**src/rtl/mks_pkg.sv**
```systemverilog
// Package for the keypad scanner: register map, reset values and key map.
`timescale 1ns / 1ps

package mks_pkg;

  // Field widths
  localparam int unsigned ColW     = 4;
  localparam int unsigned RowW     = 4;
  localparam int unsigned CodeW    = 4;
  localparam int unsigned SettleW  = 8;
  localparam int unsigned DebW     = 16;
  localparam int unsigned CountW   = 16;
  localparam int unsigned AddrW    = 3;
  localparam int unsigned DataW    = 32;

  // Register indexes (byte address bit 2 selects the register)
  localparam logic RegSettle   = 1'b0;
  localparam logic RegDebounce = 1'b1;

  // Reset values
  localparam logic [SettleW-1:0] SettleReset   = 8'd5;
  localparam logic [DebW-1:0]    DebounceReset = 16'd50000;

  // Map a row and column to its key code
  function automatic logic [CodeW-1:0] key_map(input logic [1:0] row, input logic [1:0] col);
    logic [CodeW-1:0] code;
    case ({row, col})
      4'd0:    code = 4'd7;
      4'd1:    code = 4'd8;
      4'd2:    code = 4'd9;
      4'd3:    code = 4'd10;
      4'd4:    code = 4'd4;
      4'd5:    code = 4'd5;
      4'd6:    code = 4'd6;
      4'd7:    code = 4'd11;
      4'd8:    code = 4'd1;
      4'd9:    code = 4'd2;
      4'd10:   code = 4'd3;
      4'd11:   code = 4'd12;
      4'd12:   code = 4'd15;
      4'd13:   code = 4'd0;
      4'd14:   code = 4'd14;
      default: code = 4'd13;
    endcase
    return code;
  endfunction

endpackage

```
**src/rtl/matrix_keypad_scanner.sv**
```systemverilog
// Top level of the 4x4 matrix keypad scanner.
`timescale 1ns / 1ps

// Usage:
//   Input stream: one transaction per time tick, tdata[3:0] holds the sampled
//   column levels (active low, bit i is column i+1).
//   Output stream: one transaction per input tick. tdata[3:0] is the row drive
//   for that tick (one bit low), tdata[7:4] the key code, tuser the key-valid
//   flag, high on the one tick a debounced key is reported.
//   Timing: a result appears on the output in the cycle after its tick is taken.
//   Throughput: one tick per cycle while the receiver keeps tready high; the
//   scan state machine and the tick counter update on each accepted tick, and
//   the output register decouples the two sides.
//   Stall: while the receiver holds tready low with a result pending, the
//   input is held off; one result waits in the output register.
//   Reset: scanning restarts at row 1, counters clear, settle_ticks = 5 and
//   debounce_ticks = 50000.
//   Configuration: APB writes at 0x0 (settle_ticks) and 0x4 (debounce_ticks),
//   done while no tick is in flight. pready is tied high.
module matrix_keypad_scanner
  import mks_pkg::*;
(
  input  logic             clk_i,
  input  logic             rst_ni,
  // Tick stream in
  input  logic             s_axis_tvalid,
  output logic             s_axis_tready,
  input  logic [7:0]       s_axis_tdata,   // [3:0] column_levels, [7:4] zero
  // Result stream out
  output logic             m_axis_tvalid,
  input  logic             m_axis_tready,
  output logic [7:0]       m_axis_tdata,   // [3:0] row_drive, [7:4] key_code
  output logic             m_axis_tuser,   // [0] key_valid
  // Configuration
  input  logic             psel,
  input  logic             penable,
  input  logic             pwrite,
  input  logic [AddrW-1:0] paddr,
  input  logic [DataW-1:0] pwdata,
  output logic [DataW-1:0] prdata,
  output logic             pready
);

  typedef enum logic [1:0] {
    PH_SCAN     = 2'd0,
    PH_RELEASE  = 2'd1,
    PH_DEBOUNCE = 2'd2
  } phase_e;

  // Configuration registers
  logic [SettleW-1:0] settle_q;
  logic [DebW-1:0]    debounce_q;
  logic               cfg_wr;

  assign pready = 1'b1;
  assign cfg_wr = psel & penable & pwrite & pready;

  always_ff @(posedge clk_i or negedge rst_ni) begin
    if (!rst_ni) begin
      settle_q   <= SettleReset;
      debounce_q <= DebounceReset;
    end else if (cfg_wr) begin
      if (paddr[2] == RegSettle) begin
        settle_q <= pwdata[SettleW-1:0];
      end else begin
        debounce_q <= pwdata[DebW-1:0];
      end
    end
  end

  // Read back the selected register
  always_comb begin
    if (paddr[2] == RegSettle) begin
      prdata = {{(DataW-SettleW){1'b0}}, settle_q};
    end else begin
      prdata = {{(DataW-DebW){1'b0}}, debounce_q};
    end
  end

  // Scan state
  phase_e             phase_q, phase_d;
  logic [1:0]         row_q, row_d;
  logic [CountW-1:0]  count_q, count_d;
  logic [1:0]         held_q, held_d;
  logic [CodeW-1:0]   found_q, found_d;

  // Output register
  logic               out_valid_q;
  logic [RowW-1:0]    row_drive_q, row_drive_d;
  logic               key_valid_q, key_valid_d;
  logic [CodeW-1:0]   key_code_q, key_code_d;

  logic [ColW-1:0]    cols;
  logic               hit;
  logic [1:0]         hit_col;
  logic               take;

  assign cols          = s_axis_tdata[ColW-1:0];
  assign s_axis_tready = !out_valid_q || m_axis_tready;
  assign take          = s_axis_tvalid & s_axis_tready;

  // Find the first pressed column, column 1 first
  always_comb begin
    hit     = 1'b1;
    hit_col = 2'd0;
    if (!cols[0]) begin
      hit_col = 2'd0;
    end else if (!cols[1]) begin
      hit_col = 2'd1;
    end else if (!cols[2]) begin
      hit_col = 2'd2;
    end else if (!cols[3]) begin
      hit_col = 2'd3;
    end else begin
      hit = 1'b0;
    end
  end

  // Next state and result for one tick
  always_comb begin
    phase_d     = phase_q;
    row_d       = row_q;
    count_d     = count_q;
    held_d      = held_q;
    found_d     = found_q;
    row_drive_d = ~(RowW'(1) << row_q);
    key_valid_d = 1'b0;
    key_code_d  = '0;
    unique case (phase_q)
      PH_SCAN: begin
        if (count_q < {{(CountW-SettleW){1'b0}}, settle_q}) begin
          count_d = count_q + CountW'(1);
        end else begin
          if (hit) begin
            held_d  = hit_col;
            found_d = key_map(row_q, hit_col);
            phase_d = PH_RELEASE;
          end else begin
            row_d = row_q + 2'd1;
          end
          count_d = '0;
        end
      end
      PH_RELEASE: begin
        if (cols[held_q]) begin
          phase_d = PH_DEBOUNCE;
          count_d = '0;
        end
      end
      PH_DEBOUNCE: begin
        if (count_q < debounce_q) begin
          count_d = count_q + CountW'(1);
        end else begin
          key_valid_d = 1'b1;
          key_code_d  = found_q;
          phase_d     = PH_SCAN;
          row_d       = 2'd0;
          count_d     = '0;
        end
      end
      default: begin
        phase_d = PH_SCAN;
        row_d   = 2'd0;
        count_d = '0;
      end
    endcase
  end

  // Hold state and the registered result; advance on each accepted tick
  always_ff @(posedge clk_i or negedge rst_ni) begin
    if (!rst_ni) begin
      phase_q     <= PH_SCAN;
      row_q       <= 2'd0;
      count_q     <= '0;
      held_q      <= 2'd0;
      found_q     <= '0;
      out_valid_q <= 1'b0;
      row_drive_q <= '1;
      key_valid_q <= 1'b0;
      key_code_q  <= '0;
    end else begin
      if (take) begin
        phase_q     <= phase_d;
        row_q       <= row_d;
        count_q     <= count_d;
        held_q      <= held_d;
        found_q     <= found_d;
        out_valid_q <= 1'b1;
        row_drive_q <= row_drive_d;
        key_valid_q <= key_valid_d;
        key_code_q  <= key_code_d;
      end else if (m_axis_tready) begin
        out_valid_q <= 1'b0;
      end
    end
  end

  assign m_axis_tvalid = out_valid_q;
  assign m_axis_tdata  = {key_code_q, row_drive_q};
  assign m_axis_tuser  = key_valid_q;

endmodule

```
**config.mk**
```make
export PLATFORM = sky130hd
export DESIGN_NAME = matrix_keypad_scanner
export DESIGN_NICKNAME = d
export VERILOG_FILES = /design/src/rtl/mks_pkg.sv /design/src/rtl/matrix_keypad_scanner.sv
export SDC_FILE = /design/constraint.sdc
export NUM_CORES = 1
export LEC_CHECK = 0
export BUFFER_PORTS_ARGS = -buffer_cell sky130_fd_sc_hd__buf_2
export CAP_MARGIN = 20
export CORE_ASPECT_RATIO = 1.25
export CORE_UTILIZATION = 54
export DETAILED_ROUTE_END_ITERATION = 12
export GPL_ROUTABILITY_DRIVEN = 0
export HOLD_SLACK_MARGIN = 0.12
export PLACE_DENSITY = 0.91
export SLEW_MARGIN = 20
export SYNTH_ARGS = -nofsm -noshare
export SYNTH_HDL_FRONTEND = slang
export SYNTH_SLANG_ARGS = --single-unit
export TNS_END_PERCENT = 1
```
**constraint.sdc**
```tcl
create_clock -name clk_i -period 3.21 [get_ports clk_i]
set_input_delay 0.4815 -clock clk_i [delete_from_list [all_inputs] [get_ports clk_i]]
set_output_delay 0.4815 -clock clk_i [all_outputs]
set_load 0.05 [all_outputs]
```
Yosys cells after proc, flatten, opt, wreduce, memory -nomap -nowiden. Memories as Yosys holds them, arrays and structs flattened. A register that Yosys moved wholly into a read port is not among the register bits. Cells that the tools add are included.

Bitwise gates (word level): 7. $add $sub $neg: 2. Multiplexer cells: 29. Shifts and indexed selects: 1. Reduce and logical (&&, ||, !) cells: 11. Magnitude comparators: 3. Equality and inequality tests: 7.

Operators with widths (count): 16-bit 2-to-1 mux (4); 16-bit case mux with 3 select lines (1); 2-bit 2-to-1 mux (10); 16-bit by 1-bit adder with 16-bit output (second input constant) (1); 16-bit < comparator (1); 16-bit by 8-bit < comparator with 1-bit output (1); 2-bit case mux with 3 select lines (2); 2-bit != test (second input constant) (5); 5-bit AND reduction (2); 1-bit 2-to-1 mux (9); 4-bit 2-to-1 mux (2); 2-bit AND reduction (3); 4-bit NOT (1); 4-bit AND reduction (1); 1-bit by 2-bit << shifter with 4-bit output (first input constant) (1); 1-bit AND (3); 2-bit by 3-bit < comparator with 1-bit output (second input constant) (1); 1-bit NOT (3); 2-bit by 1-bit adder with 2-bit output (second input constant) (1); 1-bit binary-select mux with 2-bit select (1); 2-bit by 1-bit equality test with 1-bit output (second input constant) (1); 2-bit equality test (second input constant) (1); 1-bit logical NOT (2); 2-bit logical NOT (1); other kinds (2) (2).

Register bits: 56. Memories kept: 1. Logic and storage cells: 71. Bits in read-only memories: 64.

Memory list: (name not given) (words 16, width 4, read ports 1, clocked after Yosys merged registers in 1, write ports 0, RTL line mks_pkg.sv:27) `case ({row, col})`.

Depth between registers and ports, before layout. Gate-level depths: netlist (run 1).

Word-level depth: 7. Mapped depth: 9. Depth with buffers taken out: 9.

Worst setup path before layout (run 1). No wires, ideal clock.

Path type: register to register. Start point: reg debounce_q[15]. End point: reg count_q[11]. Slack: 0.850 ns. Clock period less this slack: 2.360 ns. Data required time: 3.071 ns. Arrival time: 2.221 ns. Stages on the path, launching flop included: 10. Library setup time: 0.139 ns. Cells stage by stage: dfstp_2 > inv_1 > ha_1 > and4_1 > nand4_1 > a2111oi_2 > nor4_4 > buf_2 > a41oi_1 > o41ai_2.

Cells in the longest elaborated chain, start to end: 3.

RTL lines: from (decl) (RTL line matrix_keypad_scanner.sv:52) `logic [DebW-1:0] debounce_q;`; from (signal assigned) (RTL line matrix_keypad_scanner.sv:61) `debounce_q <= DebounceReset;`; from (signal assigned) (RTL line matrix_keypad_scanner.sv:66) `debounce_q <= pwdata[DebW-1:0];`; 16-bit < comparator (RTL line matrix_keypad_scanner.sv:151) `if (count_q < debounce_q) begin`; 16-bit 2-to-1 mux (RTL line matrix_keypad_scanner.sv:151); 16-bit case mux with 3 select lines (RTL line matrix_keypad_scanner.sv:129) `unique case (phase_q)`; to (signal assigned) (RTL line matrix_keypad_scanner.sv:185) `count_q <= count_d;`; to (decl) (RTL line matrix_keypad_scanner.sv:83) `logic [CountW-1:0] count_q, count_d;`.

No other way between the ends. A chain may end at the register's enable or synchronous reset.

Worst setup path in the final report (run 1).
Start point: reg debounce_q[15]. End point: reg key_code_q[1].

Cells in the longest elaborated chain, start to end: 3.

RTL lines: 16-bit < comparator (RTL line matrix_keypad_scanner.sv:151); 4-bit 2-to-1 mux (RTL line matrix_keypad_scanner.sv:151); 4-bit 2-to-1 mux (RTL line matrix_keypad_scanner.sv:129); to (signal assigned) (RTL line matrix_keypad_scanner.sv:191) `key_code_q <= key_code_d;`; to (decl) (RTL line matrix_keypad_scanner.sv:91) `logic [CodeW-1:0] key_code_q, key_code_d;`.

No other way between the ends.

==> results.ini, run 1 <==
[outcome]
status=complete, but fails checks
violations=design-rule violations

[placed_design]
dp_hpwl_um=6000
detailedPlace.worstSlack_ns=0.4273
dpl_cell_area_um2=4148
port_buffers=54
dp_cells=522

[final_layout]
multi_input_area_um2=2083
syn2layout_area_growth_pct=13.97
diodes=0
postLayoutCellArea_um2=4369
post-route-util=0.6301
layout-drive-gt1-share=0.2918
finalNetCount=525
instances_no_fill=539
regArea_um2=1516
fillers=526

[worst_hold_path]
holdCritPathClass=in2reg
hold_path_depth=2

[detailed_routing]
wire_per_inst_um=15.19
ant_nets=0
drt_iter0_drc=150
drt_wl_total_um=8186
vias=3031
drc=1
vias_per_cell=5.623
drt_pre_antenna_iters=8

[pwr]
power_mw=3.481
leakage_nw=2.104
vdd_drop_max_mv=0.3721
powerDensity_nw_per_um2=796.7

[floorplan]
pin_count=94
start_util=0.5529
core_area_um2=6934
dieArea_um2=7442
die_h_um=96.21
dieWidth_um=77.36
num_rows=34

[critical_path]
cp_data_arrival_time_ns=3.10
rr_worst_depth=8
crit_family=simple AND/OR/NAND/NOR gates
crit_required_ns=3.49
cp_cell_sequence=inv_1, ha_1, and4_1, nand4_1, a2111oi_2, nor4_1, nor4b_2, a22o_1
cp.depth=8
crit_path_end_kind=register
critPathKind=reg2reg
max_stage_delay_ns=0.56
slowest_stage=nor4b_2
cp_num_buf_inv=1
startpoint_type=register
path_max_fanout=5

[cts]
clk_latency_ns=0.35
numCtsBuffers=9
cts_buffer_depth=2
clkSinkCount=60
cts_resized=0
clk_pin_slew_ns=0.07
htree_levels=3
tritoncts=done
cts-root-buf=clkbuf_8

[yosys]
synth_top_area_share=0.3133
synthesis.area_um2=3834
synth_edf_count=0
synth_most_common_cell=dfrtp_1
synthTopCellsByArea=dfrtp_1, ha_1, mux2_2
synthCells=385
ys_top_cells_by_count=dfrtp_1, nand2_1, inv_1, ha_1, mux2_2
synth_top_area_cell=dfrtp_1
yosysWarnings=0
synth_cell_types=59
synth-seq-cells=60
yosysSeqAreaShare=0.3956
synthFlopType=dfrtp_1
async_flop_share=1.000
avgSynthCellArea_um2=9.958

[timing]
fin_skew_ns=0.01436
final.period_utilization=0.8792
setup_viol=0
hold_viol=0
worst_slack_ns=0.3879
timing.hold.ws_ns=0.3518
worst_pin_slew_ns=0.7104
fmax_mhz=354.3
tns_ns=0
rsz0062_at_grt=false
finalCriticalPeriod_ns=2.822
drv_slew=0
relSlewSlack=0.5228

[global_routing]
grt_pass1_wl_um=13610
grtUsageTotal=0.2372
grt_pass1_vias=3030
antenna_found_initial=0
grt.overflow.total=0
grt_max_degree=30

[flow_run]
cap_violations=0

## layout by cell type, fill, tap and decap left out, drive strengths merged, types with 3 or more instances in the layout
master	instances
nor2	13
clkbuf	11
o21a	3
a21o	5
o21ai	25
and2	12
o31ai	3
inv	32
nor2b	4
dfrtp	48
buf	60
xnor2	3
ha	31
o211ai	8
nor3b	4
a21oi	18
nand4	6
clkinv	3
a22o	4
or3	3
o311ai	3
dfstp	12
a22oi	3
nor4	6
nand3	7
mux2	29
nand2	36
nand2b	6
conb	17
## timing repair
item	CTS	global route
endpoints found under the hold margin	4	0
setup buffers	0	0
hold buffers	1	0
## final timing paths
check                                end  slack [ns]            from
min reg2reg                 m_axis_tuser        0.47    m_axis_tuser
max in group asynchronous    settle_q[0]        2.02          rst_ni
max                        key_code_q[1]        0.39  debounce_q[15]
min in group asynchronous  key_code_q[3]        0.51          rst_ni
min                        m_axis_tvalid        0.35   s_axis_tvalid
max reg2reg                key_code_q[1]        0.39  debounce_q[15]
## state kept, by name (all words and copies together), names as in the netlist
| signal | cells |
|---|---|
| key_code_q | 4 |
| debounce_q | 16 |
| row_q | 2 |
| m_axis_tvalid | 1 |
| found_q | 4 |
| held_q | 2 |
| phase_q | 2 |
| row_drive_q | 4 |
| m_axis_tuser | 1 |
| count_q | 16 |
| settle_q | 8 |
## logic make-up after synthesis
logic type | Yosys count | synth area share
compound gates | 90 | 0.1710
simple gates | 108 | 0.1573
buf+inv | 60 | 0.07572
mux | 31 | 0.09040
other cells | 2 | 0.001959
fa+ha+maj | 31 | 0.1012
xor+xnor | 3 | 0.006855
flops | 60 | 0.3956
## final cells by class
type | count | share of cell area
repair buffers | 61 | 0.07446
well taps | 90 | 0.02577
multi-input cells | 280 | 0.4768
clock buffers | 11 | 0.03465
inverters | 32 | 0.02749
clock inverters | 5 | 0.01375
flip-flops and latches | 60 | 0.3471
## power breakdown
| group | total, mW | switching, mW | internal [mW] |
|---|---|---|---|
| combinational | 1.49 | 0.900 | 0.591 |
| sequential | 1.28 | 0.288 | 0.992 |
| clock | 0.710 | 0.308 | 0.402 |
## per-layer routing
metal / GRT usage / part of all wire / vias to the layer above / wire length (um)
met5: 0 / 0 / - / 0
met4: 0.09591 / 0.017 / 0 / 136
met3: 0.05213 / 0.042 / 15 / 343
met2: 0.4381 / 0.55 / 98 / 4463
met1: 0.2647 / 0.40 / 1451 / 3243
li1: - / - / 1467 / -
## worst reg2reg max path, stage by stage, from the launching register on
cell and delay, ns:
dfstp_2 0.55, inv_1 0.05, ha_1 0.30, and4_1 0.22, nand4_1 0.17, a2111oi_2 0.49, nor4_1 0.19, nor4b_2 0.56
a22o_1 0.22
Power figures use the tool's default switching activity.
==> run 2, diff against run 1 <==
--- a/config.mk
+++ b/config.mk
@@ -6,12 +6,14 @@
 export NUM_CORES = 1
 export LEC_CHECK = 0
 export BUFFER_PORTS_ARGS = -buffer_cell sky130_fd_sc_hd__buf_2
-export CAP_MARGIN = 20
+export CAP_MARGIN = 25
 export CORE_ASPECT_RATIO = 1.25
+export CORE_MARGIN = 5
 export CORE_UTILIZATION = 54
 export DETAILED_ROUTE_END_ITERATION = 12
 export GPL_ROUTABILITY_DRIVEN = 0
 export HOLD_SLACK_MARGIN = 0.12
+export MAX_ROUTING_LAYER = met4
 export PLACE_DENSITY = 0.91
 export SLEW_MARGIN = 20
 export SYNTH_ARGS = -nofsm -noshare
==> run 2 against run 1 <==
The flow now finishes without violations. First-iteration DRC count up 57%. Clock power down 5.1%. Setup slack about the same. Flip-flop and latch count unchanged. Largest power group unchanged. Cell count down 0.19%. Sequential power about the same. Clock skew down 0.0014 ns. Largest cell class unchanged. Global-route usage down 3.0 points. Hold slack worse by 0.0017 ns. Power down 1.1%. Non-clock buffer count down 1.
==> results.ini, run 2 (synthesis gave the netlist of run 1 again) <==
[critical_path]
crit_required_ns=3.48
crit_path_end_kind=register
crit_family=simple AND/OR/NAND/NOR gates
cp_num_buf_inv=1
cp_cell_sequence=inv_1, ha_1, and4_1, nand4_1, a2111oi_2, nor4_1, nor4b_2, a22o_1
cp_data_arrival_time_ns=3.10
slowest_stage=nor4b_2
critPathKind=reg2reg
max_stage_delay_ns=0.56
worstSetupStartpoint=debounce_q[15]
path_max_fanout=5
rr_startpoint=debounce_q[15]
startpoint_type=register

[floorplan]
start_util=0.5529
core_area_um2=6934
pin_count=94
dieArea_um2=8895
die_h_um=104.2
num_rows=34
dieWidth_um=85.36

[pwr]
p_seq_frac=0.372
pwr-share-clk=0.196
p_int_mw=1.934
swShare=0.4380
vdd_drop_max_mv=0.4013
powerDensity_nw_per_um2=792.8
power.switching_mw=1.508
p_comb_frac=0.432
leakage_nw=2.087

[detailed_routing]
drt_pre_antenna_iters=7
met3WireLength_um=455
drt_iter0_drc=235
drt_wl_total_um=8432
vias_per_cell=5.613
wire_per_inst_um=15.67
drc=0
vias=3020
highest_layer=met4
routed-wl-met2_um=4484
met1_length_um=3319
ant_nets=0

[global_routing]
grt.overflow.total=0
grt_pass1_vias=3164
grt_pass1_wl_um=14660
grt_max_degree=41
antenna_found_initial=0
grtUsageTotal=0.2075

[placed_design]
dpl_cell_area_um2=4140
dp_cells=521
port_buffers=54
dp_hpwl_um=6308

[cts]
htree_levels=3
cts-root-buf=clkbuf_8
clk_pin_slew_ns=0.07
clkSinkCount=60
cts_buffer_depth=2
clk_latency_ns=0.35
tritoncts=done
numCtsBuffers=9

[timing]
drv_slew=0
fin_skew_ns=0.01293
rsz0062_at_grt=false
fmax_mhz=354.3
final.period_utilization=0.8792
hold_viol=0
finalCriticalPeriod_ns=2.822
setup_viol=0
worst_pin_slew_ns=0.6986
tns_ns=0
relSlewSlack=0.5312

[final_layout]
finalNetCount=524
fillers=568
postLayoutCellArea_um2=4342
instances_no_fill=538
final_common_cell=buf_2
diodes=0
top_regs=count_q (16), debounce_q (16), settle_q (8)
syn2layout_area_growth_pct=13.25
most-common-layout-cells=buf_2, dfrtp_1, nand2_1, inv_1, ha_1
layout-drive-gt1-share=0.2879

[outcome]
status=complete, no violations

[flow_run]
cap_violations=0

[worst_hold_path]
holdCritPathClass=in2reg
hp-start=s_axis_tvalid

==> run 2: cell types whose count changed in the layout (fill, tap and decap cells not counted), sizes merged <==
cell	previous run	this run
clkbuf	11	10
buf	60	59
clkinv	3	2
inv	32	33
clkinvlp	1	2
==> run 2: final cells by class <==
class | count | area [um2] | share of cell area
clock buffer | 10 | 127.6 | 0.02939
clock inverter | 6 | 63.81 | 0.01470
inverter | 32 | 120.1 | 0.02767
multi-input combinational | 280 | 2083 | 0.4798
sequential | 60 | 1516 | 0.3493
tap | 90 | 112.6 | 0.02594
timing repair buffer | 60 | 317.8 | 0.07320
==> run 2: final timing paths <==
check                            endpoint  slack (ns)  cells after the start
max                         key_code_q[0]        0.39                      8
max reg2reg                 key_code_q[0]        0.39                      8
min in group asynchronous  debounce_q[12]        0.62                      2
min                         m_axis_tvalid        0.35                      2
max in group asynchronous     count_q[10]        1.69                      3
min reg2reg                row_drive_q[3]        0.48                      2
==> run 2: through the flow <==
stage | util | setup WS, ns | hold WS [ns] | power [mW]
after floorplan | - | 0.8500 | 0.1859 | 2.399
after global placement | 0.5971 | 0.4861 | 0.4554 | 2.673
after detailed placement | 0.5971 | 0.3997 | 0.4719 | 2.768
after CTS | 0.6261 | 0.3791 | 0.3368 | 3.463
after global routing | 0.6261 | 0.2263 | 0.3505 | 3.702
final | 0.6261 | 0.3878 | 0.3501 | 3.442
==> run 2: metal layers <==
layer,vias to the layer above,track usage
met5,-,-
met4,0,0.08032
met3,16,0.04913
met2,88,0.3567
met1,1451,0.2296
li1,1465,-
==> run 2: what timing repair did <==
item                       4_1_cts  5_1_grt
setup endpoints to repair        0        0
hold buffers                     1        0
resized for setup                0        0
hold endpoints to repair        12        0
setup buffers                    0        0
==> run 2: power by group through the flow <==
stage / Combinational, mW / Sequential [mW] / Clock [mW]
final: 1.49 / 1.28 / 0.674
after detailed placement: 1.48 / 1.29 / 0
after floorplan: 1.17 / 1.23 / 0
after global placement: 1.41 / 1.26 / 0
after global routing: 1.66 / 1.32 / 0.723
after CTS: 1.50 / 1.27 / 0.695
==> run 3, diff against run 2 <==
--- a/config.mk
+++ b/config.mk
@@ -6,7 +6,7 @@
 export NUM_CORES = 1
 export LEC_CHECK = 0
 export BUFFER_PORTS_ARGS = -buffer_cell sky130_fd_sc_hd__buf_2
-export CAP_MARGIN = 25
+export CAP_MARGIN = 10
 export CORE_ASPECT_RATIO = 1.25
 export CORE_MARGIN = 5
 export CORE_UTILIZATION = 54
==> constraint.sdc (replaced) <==
create_clock -name clk_i -period 3.2 [get_ports clk_i]
set_input_delay 0.48 -clock clk_i [delete_from_list [all_inputs] [get_ports clk_i]]
set_output_delay 0.48 -clock clk_i [all_outputs]
set_load 0.05 [all_outputs]
==> run 3 against run 2 <==
Routed wire length shrank 0.11%. Sequential power is essentially flat. Die area is the same. Cell count is the same. Via count grew 1.6%. Critical path depth is the same. Combinational power is essentially flat. Critical endpoint is now key_code_q[1]. Largest power group unchanged.
==> results.ini, run 3 (synthesis gave the netlist of run 1 again) <==
[final_layout]
regArea_um2=1516
diodes=0
finalNetCount=524
postLayoutCellArea_um2=4390
multi_input_area_um2=2083
final_common_cell=buf_2
most-common-layout-cells=buf_2, dfrtp_1, nand2_1, inv_1, ha_1
top_regs=count_q (16), debounce_q (16), settle_q (8)
fillers=563
post-route-util=0.6332
layout-drive-gt1-share=0.2879
syn2layout_area_growth_pct=14.52

[detailed_routing]
drc=0
drt_pre_antenna_iters=4
vias_per_cell=5.704
drt_wl_total_um=8423
ant_nets=0
vias=3069
drt_iter0_drc=157
wire_per_inst_um=15.66

[critical_path]
max_stage_delay_ns=0.55
startpoint_type=register
path_max_fanout=5
r2r_end=key_code_q[1]
r2r_slack_ns=0.38
critPathKind=reg2reg
crit_required_ns=3.49
cp_data_arrival_time_ns=3.11
slowest_stage=nor4b_2
cp-endpoint=key_code_q[1]
crit_path_end_kind=register
worstSetupStartpoint=debounce_q[15]
rr_startpoint=debounce_q[15]
rr_worst_depth=8
cp_cell_sequence=inv_1, ha_1, and4_1, nand4_1, a2111oi_2, nor4_1, nor4b_2, a22o_1

[timing]
relSlewSlack=0.5425
final.period_utilization=0.8797
tns_ns=0
worst_pin_slew_ns=0.6817
fmax_mhz=355.2
fin_skew_ns=0.01465
setup_viol=0
timing.hold.ws_ns=0.3380
rsz0062_at_grt=false
finalCriticalPeriod_ns=2.815
drv_slew=0
hold_viol=0

[cts]
cts-root-buf=clkbuf_8
tritoncts=done
clk_pin_slew_ns=0.08
cts_buffer_depth=2
clkSinkCount=60
clk_latency_ns=0.35
cts_setup_buffers=0
htree_levels=3
numCtsBuffers=9

[floorplan]
dieArea_um2=8895
num_rows=34
start_util=0.5529
pin_count=94
core_area_um2=6934
die_h_um=104.2
dieWidth_um=85.36

[outcome]
status=complete, no violations

[placed_design]
dpl_cell_area_um2=4140
dp_hpwl_um=6188
port_buffers=54

[pwr]
power_mw=3.601
powerDensity_nw_per_um2=820.2
vdd_drop_max_mv=0.3925
leakage_nw=2.114

[global_routing]
grt_pass1_wl_um=14430
antenna_found_initial=0
grtUsageTotal=0.2044
grt_pass1_vias=3187
grt.overflow.total=0
grt_max_degree=41

[worst_hold_path]
holdCritPathClass=in2reg

[flow_run]
cap_violations=0

## run 3: cell types whose count changed in the layout (fill, tap and decap cells not counted), sizes merged
cell / change
clkinv: +1
clkinvlp: -2
inv: -1
bufinv: +2
## run 3: worst min-delay path by stage
stage / start / to / depth (start not counted)
global placement: rst_ni / debounce_q[13] / 1
floorplan: rst_ni / count_q[0] / 0
CTS: s_axis_tvalid / m_axis_tvalid / 2
detailed placement: rst_ni / debounce_q[12] / 1
finish: s_axis_tvalid / m_axis_tvalid / 2
global route: s_axis_tvalid / m_axis_tvalid / 2
## run 3: where the power goes
part | leakage, nW | switching (mW) | internal (mW)
Clock | 0.120 | 0.312 | 0.519
Combinational | 1.27 | 0.904 | 0.587
Sequential | 0.720 | 0.284 | 0.995
Total | 2.11 | 1.50 | 2.10
## run 3: cell type report
cell class,count,share of cell area
clock buffer,10,0.02907
multi-input combinational,280,0.4745
inverter,32,0.02736
clock inverter,6,0.02565
timing repair buffer,60,0.07239
sequential,60,0.3454
tap,90,0.02565
## run 3: critical path: cells and delay by family, from the launching register on
kind / cells / cell delay (ns)
fa+ha+maj: 1 / 0.30
buf+inv: 1 / 0.04
simple gates: 4 / 1.15
flops: 1 / 0.53
compound gates: 2 / 0.72
## run 3: per-stage QoR
stage,setup WS (ns),std cells
2_1_floorplan,0.8400,400
3_3_place_gp,0.4770,521
3_5_place_dp,0.4346,521
4_1_cts,0.3630,538
5_1_grt,0.1993,538
6_report,0.3850,538
## run 3: per-layer routing
layer,track usage,routed length (um)
met1,0.2273,3354
met2,0.3417,4419
met3,0.05071,445
met4,0.09276,202
met5,-,0
## run 3: what timing repair did
item	4_1_cts	5_1_grt
hold endpoints to repair	12	0
hold buffers	1	0
resized for setup	0	0
